**config.mk**
```make
export PLATFORM = sky130hd
export DESIGN_NAME = adaptive_scalar_kalman_filter
export DESIGN_NICKNAME = d
export VERILOG_FILES = /design/src/rtl/core/askf_pkg.sv /design/src/rtl/core/askf_divsqrt.sv /design/src/rtl/core/askf_mul.sv /design/src/rtl/core/adaptive_scalar_kalman_filter.sv
export SDC_FILE = /design/constraint.sdc
export NUM_CORES = 2
export LEC_CHECK = 0
export ABC_CLOCK_PERIOD_IN_PS = 18900
export BUFFER_PORTS_ARGS = -buffer_cell sky130_fd_sc_hd__buf_4
export CAP_MARGIN = 20
export CORE_MARGIN = 2
export CORE_UTILIZATION = 35
export CTS_CLUSTER_DIAMETER = 200
export DETAILED_ROUTE_END_ITERATION = 16
export PLACE_DENSITY = 0.52
export SKIP_CTS_REPAIR_TIMING = 1
export SYNTH_ARGS = -nofsm -noshare
export SYNTH_HDL_FRONTEND = slang
export SYNTH_HIERARCHICAL = 1
export SYNTH_SLANG_ARGS = --single-unit
```
**constraint.sdc**
```tcl
create_clock -name clk -period 18.9 [get_ports clk]
set_input_delay 2.835 -clock clk [delete_from_list [all_inputs] [get_ports clk]]
set_output_delay 2.835 -clock clk [all_outputs]
set_load 0.005 [all_outputs]
```
**src/rtl/core/askf_pkg.sv**
```systemverilog
// Shared types and constants for the adaptive scalar Kalman filter.
package askf_pkg;

  localparam int VAL_W      = 32;
  localparam int GAIN_W     = 29;
  localparam int SQRT_STEPS = 24;
  localparam int DIV_STEPS  = 29;
  localparam int CNT_W      = 5;

  localparam logic [GAIN_W-1:0] ONE_Q28 = GAIN_W'(1) << 28;

  // configuration register indexes
  localparam logic [1:0] CFG_PROCESS_NOISE    = 2'd0;
  localparam logic [1:0] CFG_NOISE_GAIN       = 2'd1;
  localparam logic [1:0] CFG_REINIT_VALUE     = 2'd2;
  localparam logic [1:0] CFG_INITIAL_VARIANCE = 2'd3;

  typedef enum logic {
    OP_SQRT = 1'b0,
    OP_DIV  = 1'b1
  } op_t;

  typedef struct packed {
    logic start;
    op_t  op;
  } ds_ctrl_t;

endpackage

```
**src/rtl/core/askf_divsqrt.sv**
```systemverilog
// Iterative shift-subtract unit: integer square root or fractional divide.
module askf_divsqrt (
  input  logic               clk,
  input  logic               rst,
  input  askf_pkg::ds_ctrl_t ctrl,
  input  logic [47:0]        opa,    // sqrt: radicand; div: dividend in [31:0]
  input  logic [44:0]        opb,    // div: divisor
  output logic               done,
  output logic [28:0]        result
);
  import askf_pkg::*;

  logic             busy;
  logic             first;
  op_t              op_reg;
  logic [CNT_W-1:0] cnt;
  logic [45:0]      rem;
  logic [28:0]      quo;
  logic [47:0]      shreg;
  logic [44:0]      den;

  logic [45:0] rem_sh;
  logic [45:0] trial;
  logic [46:0] diff;
  logic        ge;

  always_comb begin
    if (op_reg == OP_SQRT) begin
      rem_sh = {rem[43:0], shreg[47:46]};
      trial  = {20'b0, quo[23:0], 2'b01};
    end else begin
      // dividend never exceeds divisor, so the first step takes it unshifted
      rem_sh = first ? rem : {rem[44:0], 1'b0};
      trial  = {1'b0, den};
    end
    diff = {1'b0, rem_sh} - {1'b0, trial};
    ge   = !diff[46];
  end

  always_ff @(posedge clk) begin
    if (rst) begin
      busy <= 1'b0;
      done <= 1'b0;
      cnt  <= '0;
    end else begin
      done <= busy && (cnt == '0);
      if (ctrl.start) begin
        busy   <= 1'b1;
        op_reg <= ctrl.op;
        quo    <= '0;
        first  <= 1'b1;
        shreg  <= opa;
        den    <= opb;
        if (ctrl.op == OP_DIV) begin
          cnt <= CNT_W'(DIV_STEPS - 1);
          rem <= {14'b0, opa[31:0]};
        end else begin
          cnt <= CNT_W'(SQRT_STEPS - 1);
          rem <= '0;
        end
      end else if (busy) begin
        rem   <= ge ? diff[45:0] : rem_sh;
        quo   <= {quo[27:0], ge};
        shreg <= {shreg[45:0], 2'b00};
        first <= 1'b0;
        cnt   <= cnt - CNT_W'(1);
        if (cnt == '0) begin
          busy <= 1'b0;
        end
      end
    end
  end

  assign result = quo;

endmodule

```
**src/rtl/core/askf_mul.sv**
```systemverilog
// Registered signed-by-unsigned multiplier shared by the update sequence.
module askf_mul (
  input  logic               clk,
  input  logic               en,
  input  logic signed [33:0] a,
  input  logic [28:0]        b,
  output logic signed [63:0] prod
);

  always_ff @(posedge clk) begin
    if (en) begin
      prod <= a * $signed({1'b0, b});
    end
  end

endmodule

```
**src/rtl/core/adaptive_scalar_kalman_filter.sv**
```systemverilog
// Top level: sequencer, state and configuration of the scalar Kalman filter.
//
// A sample runs from acceptance through the square root of the estimate and the
// gain divide to the output register; the divide is skipped when predicted
// variance and measurement noise are both zero. A new sample is accepted only
// once the last one has left the sequencer. The shared shift-subtract unit does
// a 24-step square root of the estimate followed by a 29-step gain divide, plus a
// single registered multiplier used three times (noise, estimate step, variance).
// The input is ready only while the sequencer is idle; a finished result waits
// in the output register, and the next sample can be accepted while it waits.
module adaptive_scalar_kalman_filter (
  input  logic        clk,
  input  logic        rst,
  input  logic        s_axis_tvalid,
  output logic        s_axis_tready,
  input  logic [39:0] s_axis_tdata,   // [31:0] measurement, [32] reinit, rest zero
  output logic        m_axis_tvalid,
  input  logic        m_axis_tready,
  output logic [63:0] m_axis_tdata,   // [31:0] estimate, [60:32] gain, rest zero
  input  logic        cfg_valid,
  output logic        cfg_ready,
  input  logic [1:0]  cfg_index,
  input  logic [31:0] cfg_data
);
  import askf_pkg::*;

  typedef enum logic [9:0] {
    S_IDLE      = 10'b00_0000_0001,
    S_SQRT_GO   = 10'b00_0000_0010,
    S_SQRT_WAIT = 10'b00_0000_0100,
    S_RMUL      = 10'b00_0000_1000,
    S_DEN       = 10'b00_0001_0000,
    S_DIV_GO    = 10'b00_0010_0000,
    S_DIV_WAIT  = 10'b00_0100_0000,
    S_DMUL      = 10'b00_1000_0000,
    S_PMUL      = 10'b01_0000_0000,
    S_FIN       = 10'b10_0000_0000
  } state_t;

  state_t state;
  state_t state_next;

  logic [27:0]       process_noise;
  logic [23:0]       noise_gain;
  logic [VAL_W-1:0]  reinit_value;
  logic [VAL_W-1:0]  initial_variance;

  logic              first_pending;
  logic [VAL_W-1:0]  state_estimate;
  logic [VAL_W-1:0]  state_variance;

  logic [VAL_W-1:0]  z_reg;
  logic [VAL_W-1:0]  x_reg;
  logic [VAL_W-1:0]  ppred;
  logic [44:0]       den_reg;
  logic [GAIN_W-1:0] k_reg;

  logic              out_valid;
  logic [63:0]       out_data;

  logic              in_fire;
  logic [VAL_W-1:0]  meas;
  logic [VAL_W-1:0]  x_sel;
  logic [VAL_W-1:0]  p_sel;
  logic [VAL_W:0]    p_sum;

  ds_ctrl_t          ds_ctrl;
  logic [47:0]       ds_opa;
  logic              ds_done;
  logic [28:0]       ds_result;

  logic              mul_en;
  logic signed [33:0] mul_a;
  logic [28:0]       mul_b;
  logic signed [63:0] prod;
  logic signed [63:0] step;
  logic              out_free;

  assign s_axis_tready = (state == S_IDLE);
  assign cfg_ready     = 1'b1;
  assign in_fire       = s_axis_tvalid && s_axis_tready;
  assign meas          = s_axis_tdata[31:0];
  assign out_free      = !out_valid || m_axis_tready;

  always_comb begin
    if (first_pending) begin
      x_sel = meas;
      p_sel = initial_variance;
    end else begin
      x_sel = s_axis_tdata[32] ? reinit_value : state_estimate;
      p_sel = state_variance;
    end
    p_sum = {1'b0, p_sel} + {5'b0, process_noise};
  end

  // shared square root / divide unit
  always_comb begin
    ds_ctrl.start = (state == S_SQRT_GO) || ((state == S_DIV_GO) && (den_reg != '0));
    ds_ctrl.op    = (state == S_SQRT_GO) ? OP_SQRT : OP_DIV;
    if (state == S_SQRT_GO) begin
      // negative or zero estimate gives zero noise
      ds_opa = (x_reg[31] || (x_reg == '0)) ? '0 : {x_reg, 16'b0};
    end else begin
      ds_opa = {16'b0, ppred};
    end
  end

  askf_divsqrt u_divsqrt (
    .clk    (clk),
    .rst    (rst),
    .ctrl   (ds_ctrl),
    .opa    (ds_opa),
    .opb    (den_reg),
    .done   (ds_done),
    .result (ds_result)
  );

  always_comb begin
    mul_en = 1'b0;
    mul_a  = '0;
    mul_b  = '0;
    case (state)
      S_RMUL: begin
        mul_en = 1'b1;
        mul_a  = $signed({10'b0, ds_result[23:0]});
        mul_b  = {5'b0, noise_gain};
      end
      S_DMUL: begin
        mul_en = 1'b1;
        mul_a  = $signed({z_reg[31], z_reg[31], z_reg}) -
                 $signed({x_reg[31], x_reg[31], x_reg});
        mul_b  = k_reg;
      end
      S_PMUL: begin
        mul_en = 1'b1;
        mul_a  = $signed({2'b0, ppred});
        mul_b  = ONE_Q28 - k_reg;
      end
      default: begin
        mul_en = 1'b0;
      end
    endcase
  end

  askf_mul u_mul (
    .clk  (clk),
    .en   (mul_en),
    .a    (mul_a),
    .b    (mul_b),
    .prod (prod)
  );

  assign step = prod >>> 28;

  always_comb begin
    state_next = state;
    case (state)
      S_IDLE:      if (in_fire) state_next = S_SQRT_GO;
      S_SQRT_GO:   state_next = S_SQRT_WAIT;
      S_SQRT_WAIT: if (ds_done) state_next = S_RMUL;
      S_RMUL:      state_next = S_DEN;
      S_DEN:       state_next = S_DIV_GO;
      S_DIV_GO:    state_next = (den_reg == '0) ? S_DMUL : S_DIV_WAIT;
      S_DIV_WAIT:  if (ds_done) state_next = S_DMUL;
      S_DMUL:      state_next = S_PMUL;
      S_PMUL:      state_next = S_FIN;
      S_FIN:       if (out_free) state_next = S_IDLE;
      default:     state_next = S_IDLE;
    endcase
  end

  always_ff @(posedge clk) begin
    if (rst) begin
      state            <= S_IDLE;
      first_pending    <= 1'b1;
      state_estimate   <= '0;
      state_variance   <= '0;
      out_valid        <= 1'b0;
      process_noise    <= 28'd26844;
      noise_gain       <= 24'd65536;
      reinit_value     <= 32'd84214;
      initial_variance <= 32'd536870912;
    end else begin
      state <= state_next;

      if (cfg_valid && cfg_ready) begin
        case (cfg_index)
          CFG_PROCESS_NOISE:    process_noise    <= cfg_data[27:0];
          CFG_NOISE_GAIN:       noise_gain       <= cfg_data[23:0];
          CFG_REINIT_VALUE:     reinit_value     <= cfg_data;
          CFG_INITIAL_VARIANCE: initial_variance <= cfg_data;
          default: ;
        endcase
      end

      // a new result may replace the one taken in the same cycle
      if ((state == S_FIN) && out_free) begin
        out_valid <= 1'b1;
      end else if (m_axis_tvalid && m_axis_tready) begin
        out_valid <= 1'b0;
      end

      case (state)
        S_IDLE: begin
          if (in_fire) begin
            first_pending <= 1'b0;
            z_reg         <= meas;
            x_reg         <= x_sel;
            ppred         <= p_sum[VAL_W] ? '1 : p_sum[VAL_W-1:0];
          end
        end
        S_DEN: begin
          den_reg <= {13'b0, ppred} + {1'b0, prod[47:4]};
        end
        S_DIV_GO: begin
          if (den_reg == '0) k_reg <= '0;
        end
        S_DIV_WAIT: begin
          if (ds_done) k_reg <= ds_result;
        end
        S_PMUL: begin
          // estimate step lands between old estimate and measurement
          x_reg <= x_reg + step[31:0];
        end
        S_FIN: begin
          if (out_free) begin
            state_estimate <= x_reg;
            state_variance <= prod[59:28];
            out_data       <= {3'b0, k_reg, x_reg};
          end
        end
        default: ;
      endcase
    end
  end

  assign m_axis_tvalid = out_valid;
  assign m_axis_tdata  = out_data;

`ifndef SYNTH
  a_accept_starts : assert property (@(posedge clk) disable iff (rst)
    in_fire |=> state == S_SQRT_GO)
    else $error("accepted sample did not start the square root");

  a_done_in_wait : assert property (@(posedge clk) disable iff (rst)
    ds_done |-> (state == S_SQRT_WAIT) || (state == S_DIV_WAIT))
    else $error("shared unit finished outside a wait state");

  a_gain_limit : assert property (@(posedge clk) disable iff (rst)
    m_axis_tvalid |-> m_axis_tdata[60:32] <= ONE_Q28)
    else $error("gain above one");

  a_out_from_fin : assert property (@(posedge clk) disable iff (rst)
    $rose(m_axis_tvalid) |-> $past(state) == S_FIN)
    else $error("result loaded outside the final step");
`endif

endmodule

```
==> results.yml <==
status:
  status: "finished, final reports clean"
setup_path:
  crit_path_frequent_cell: "fa_1"
  path_max_fanout: 34
  cp.arrival_ns: 12.32
  cpPeakStageDelay_ns: 0.82
  critPathRequiredTime_ns: 19.37
  path_buf_inv: 4
  slowest_stage: "a211oi_1"
  critical_path_class: "reg2reg"
  cp_top_family: "adder cells"
  startpoint_type: "register"
  setup.worst_path.end_class: "register"
layout:
  largest_reg_flops: 61
  reg.largest.list: "m_axis_tdata: 61 flops, u_mul/prod: 56 flops, u_divsqrt/shreg: 48 flops"
  drive_gt1_frac: 0.0755
  regMostFlops: "m_axis_tdata"
  nets: 8820
  area_growth_pct: 9.11
sta:
  holdWs_ns: 0.450
  clock.fmax_mhz: 84.4
  min_period_over_period: 0.627
  rsz0062_at_grt: "false"
  slew_violations: 0
  worst_pin_slew_ns: 1.10
  tns_ns: 0
  setup_viol: 0
  hold_viol_final: 0
  finClkSkew_ns: 0.0405
  period_minus_slack_ns: 11.84
  slew_headroom: 0.267
clock_network:
  htree_levels: 3
  cts_buffer_depth: 3
  clk_pin_slew_worst_paths_ns: 0.06
  cts_tree: "done"
  numCtsBuffers: 76
  cts_sinks: 656
  cts-root-buf: "clkbuf_16"
  clk_latency_ns: 0.65
die:
  rows: 165
  core_sq_um: 202000
  fp.dieW_um: 455
  die_area_sq_um: 207000
  start_util: 0.352
  die-height_um: 455
  ios: 146
route:
  post_drt_wl_per_cell_um: 24.0
  first_pass_iters: 7
  drt_iter0_drc: 4275
  vias: 53732
  ant_nets: 0
  wl_um: 243000
  via_per_inst: 5.31
  route.detailed.drc: 0
global_routing:
  antenna_found_initial: 19
  grt_max_degree: 83
  grt_pass1_wl_um: 362000
  grt_use_total: 0.234
  overflow: 0
  grt_pass1_vias: 55157
logic_synthesis:
  synth_cells: 7469
  postSynthAreaPerCell_sq_um: 9.54
  yosysWarnings: 6
  syn_area_sq_um: 71300
power_and_ir_drop:
  p_per_area_nw_per_um2: 44.7
  peakVddDrop_mv: 0.0663
  leakagePower_uw: 0.0354
place:
  port_buffers: 134
  place_congestion: 0.961
  dp_hpwl_um: 182000
hold_path:
  hp-class: "reg2reg"
job:
  cap_viol_max_count: 0
## layout make-up
type,instances,area [sq um]
fill,20183,125000
multi-input combinational,5382,48400
sequential,656,17700
inverter,1009,3790
tap,2672,3340
clock buffer,92,2060
timing repair buffer,257,1930
clock inverter,49,499
antenna,5,12.5
## per-stage QoR
step	util	area (sq um)	worst slack, ns	power (uW)	std cells
5_1_grt	0.384	77700	6.52	3590	10117
3_5_place_dp	0.372	75200	7.19	1980	9976
4_1_cts	0.384	77700	7.17	3500	10117
3_3_place_gp	0.372	75200	7.25	1980	9975
2_1_floorplan	-	71300	8.90	1840	7472
6_report	0.384	77800	7.06	3480	10122
## where the power goes
group	internal (uW)	leakage, uW	total [uW]	switching, uW
sequential	1570	0.00591	1610	38.2
clock	890	0.00124	1520	634
combinational	122	0.0282	348	226
## path summary, 6_finish.rpt
kind	depth (start not counted)	to	slack, ns	from
worst max-delay path	32	u_mul/prod[56]	7.06	k_reg[1]
worst max register to register	32	u_mul/prod[56]	7.06	k_reg[1]
worst min register to register	2	state_variance[4]	0.45	state_variance[4]
worst min-delay path	2	state_variance[4]	0.45	state_variance[4]
## layer usage
layer | part of all wire | track usage | vias up
li1 | - | - | 24081
met2 | 0.47 | 0.387 | 1733
met3 | 0.060 | 0.0278 | 360
met4 | 0.038 | 0.0802 | 2
met5 | 0.000029 | 0 | -
met1 | 0.43 | 0.318 | 27556
## worst reg2reg max path, delay by kind of cell, from the launching register on
family / cells / cell delay (ns)
DFF: 1 / 0.43
AOI/OAI and AO/OA: 6 / 2.09
and+or+nand+nor: 12 / 3.87
adders and majority gates: 10 / 4.62
buffers and inverters: 4 / 0.68
## placed cells by master (no fill, tap or decap), types with 12 or more instances in the layout
cell type  count
nand4_1       56
clkbuf_16     79
clkinv_2      15
edfxtp_1     457
o211ai_1      22
a31oi_1       23
dfxtp_1      198
and3_1        18
xnor2_1      126
nor3_1        63
xor2_1        91
clkinv_1      12
a21oi_1      460
a22o_1        38
a221o_1       18
ha_1         348
o21bai_1      34
buf_4        255
a21o_1        98
nor2_1       231
a211oi_1      30
nand2b_1      21
fa_1        1011
nand3b_1      24
a22oi_1       20
nand3_1       62
o21ai_2       26
nor4_1        48
or3_1         19
and2_1       760
o21a_1        34
inv_1       1008
mux2_2        75
mux2i_1      115
o21ai_0      229
nand2_1      977
nor2b_1       53
a21boi_0      15
No activity file was read; power rests on OpenSTA's default activity.
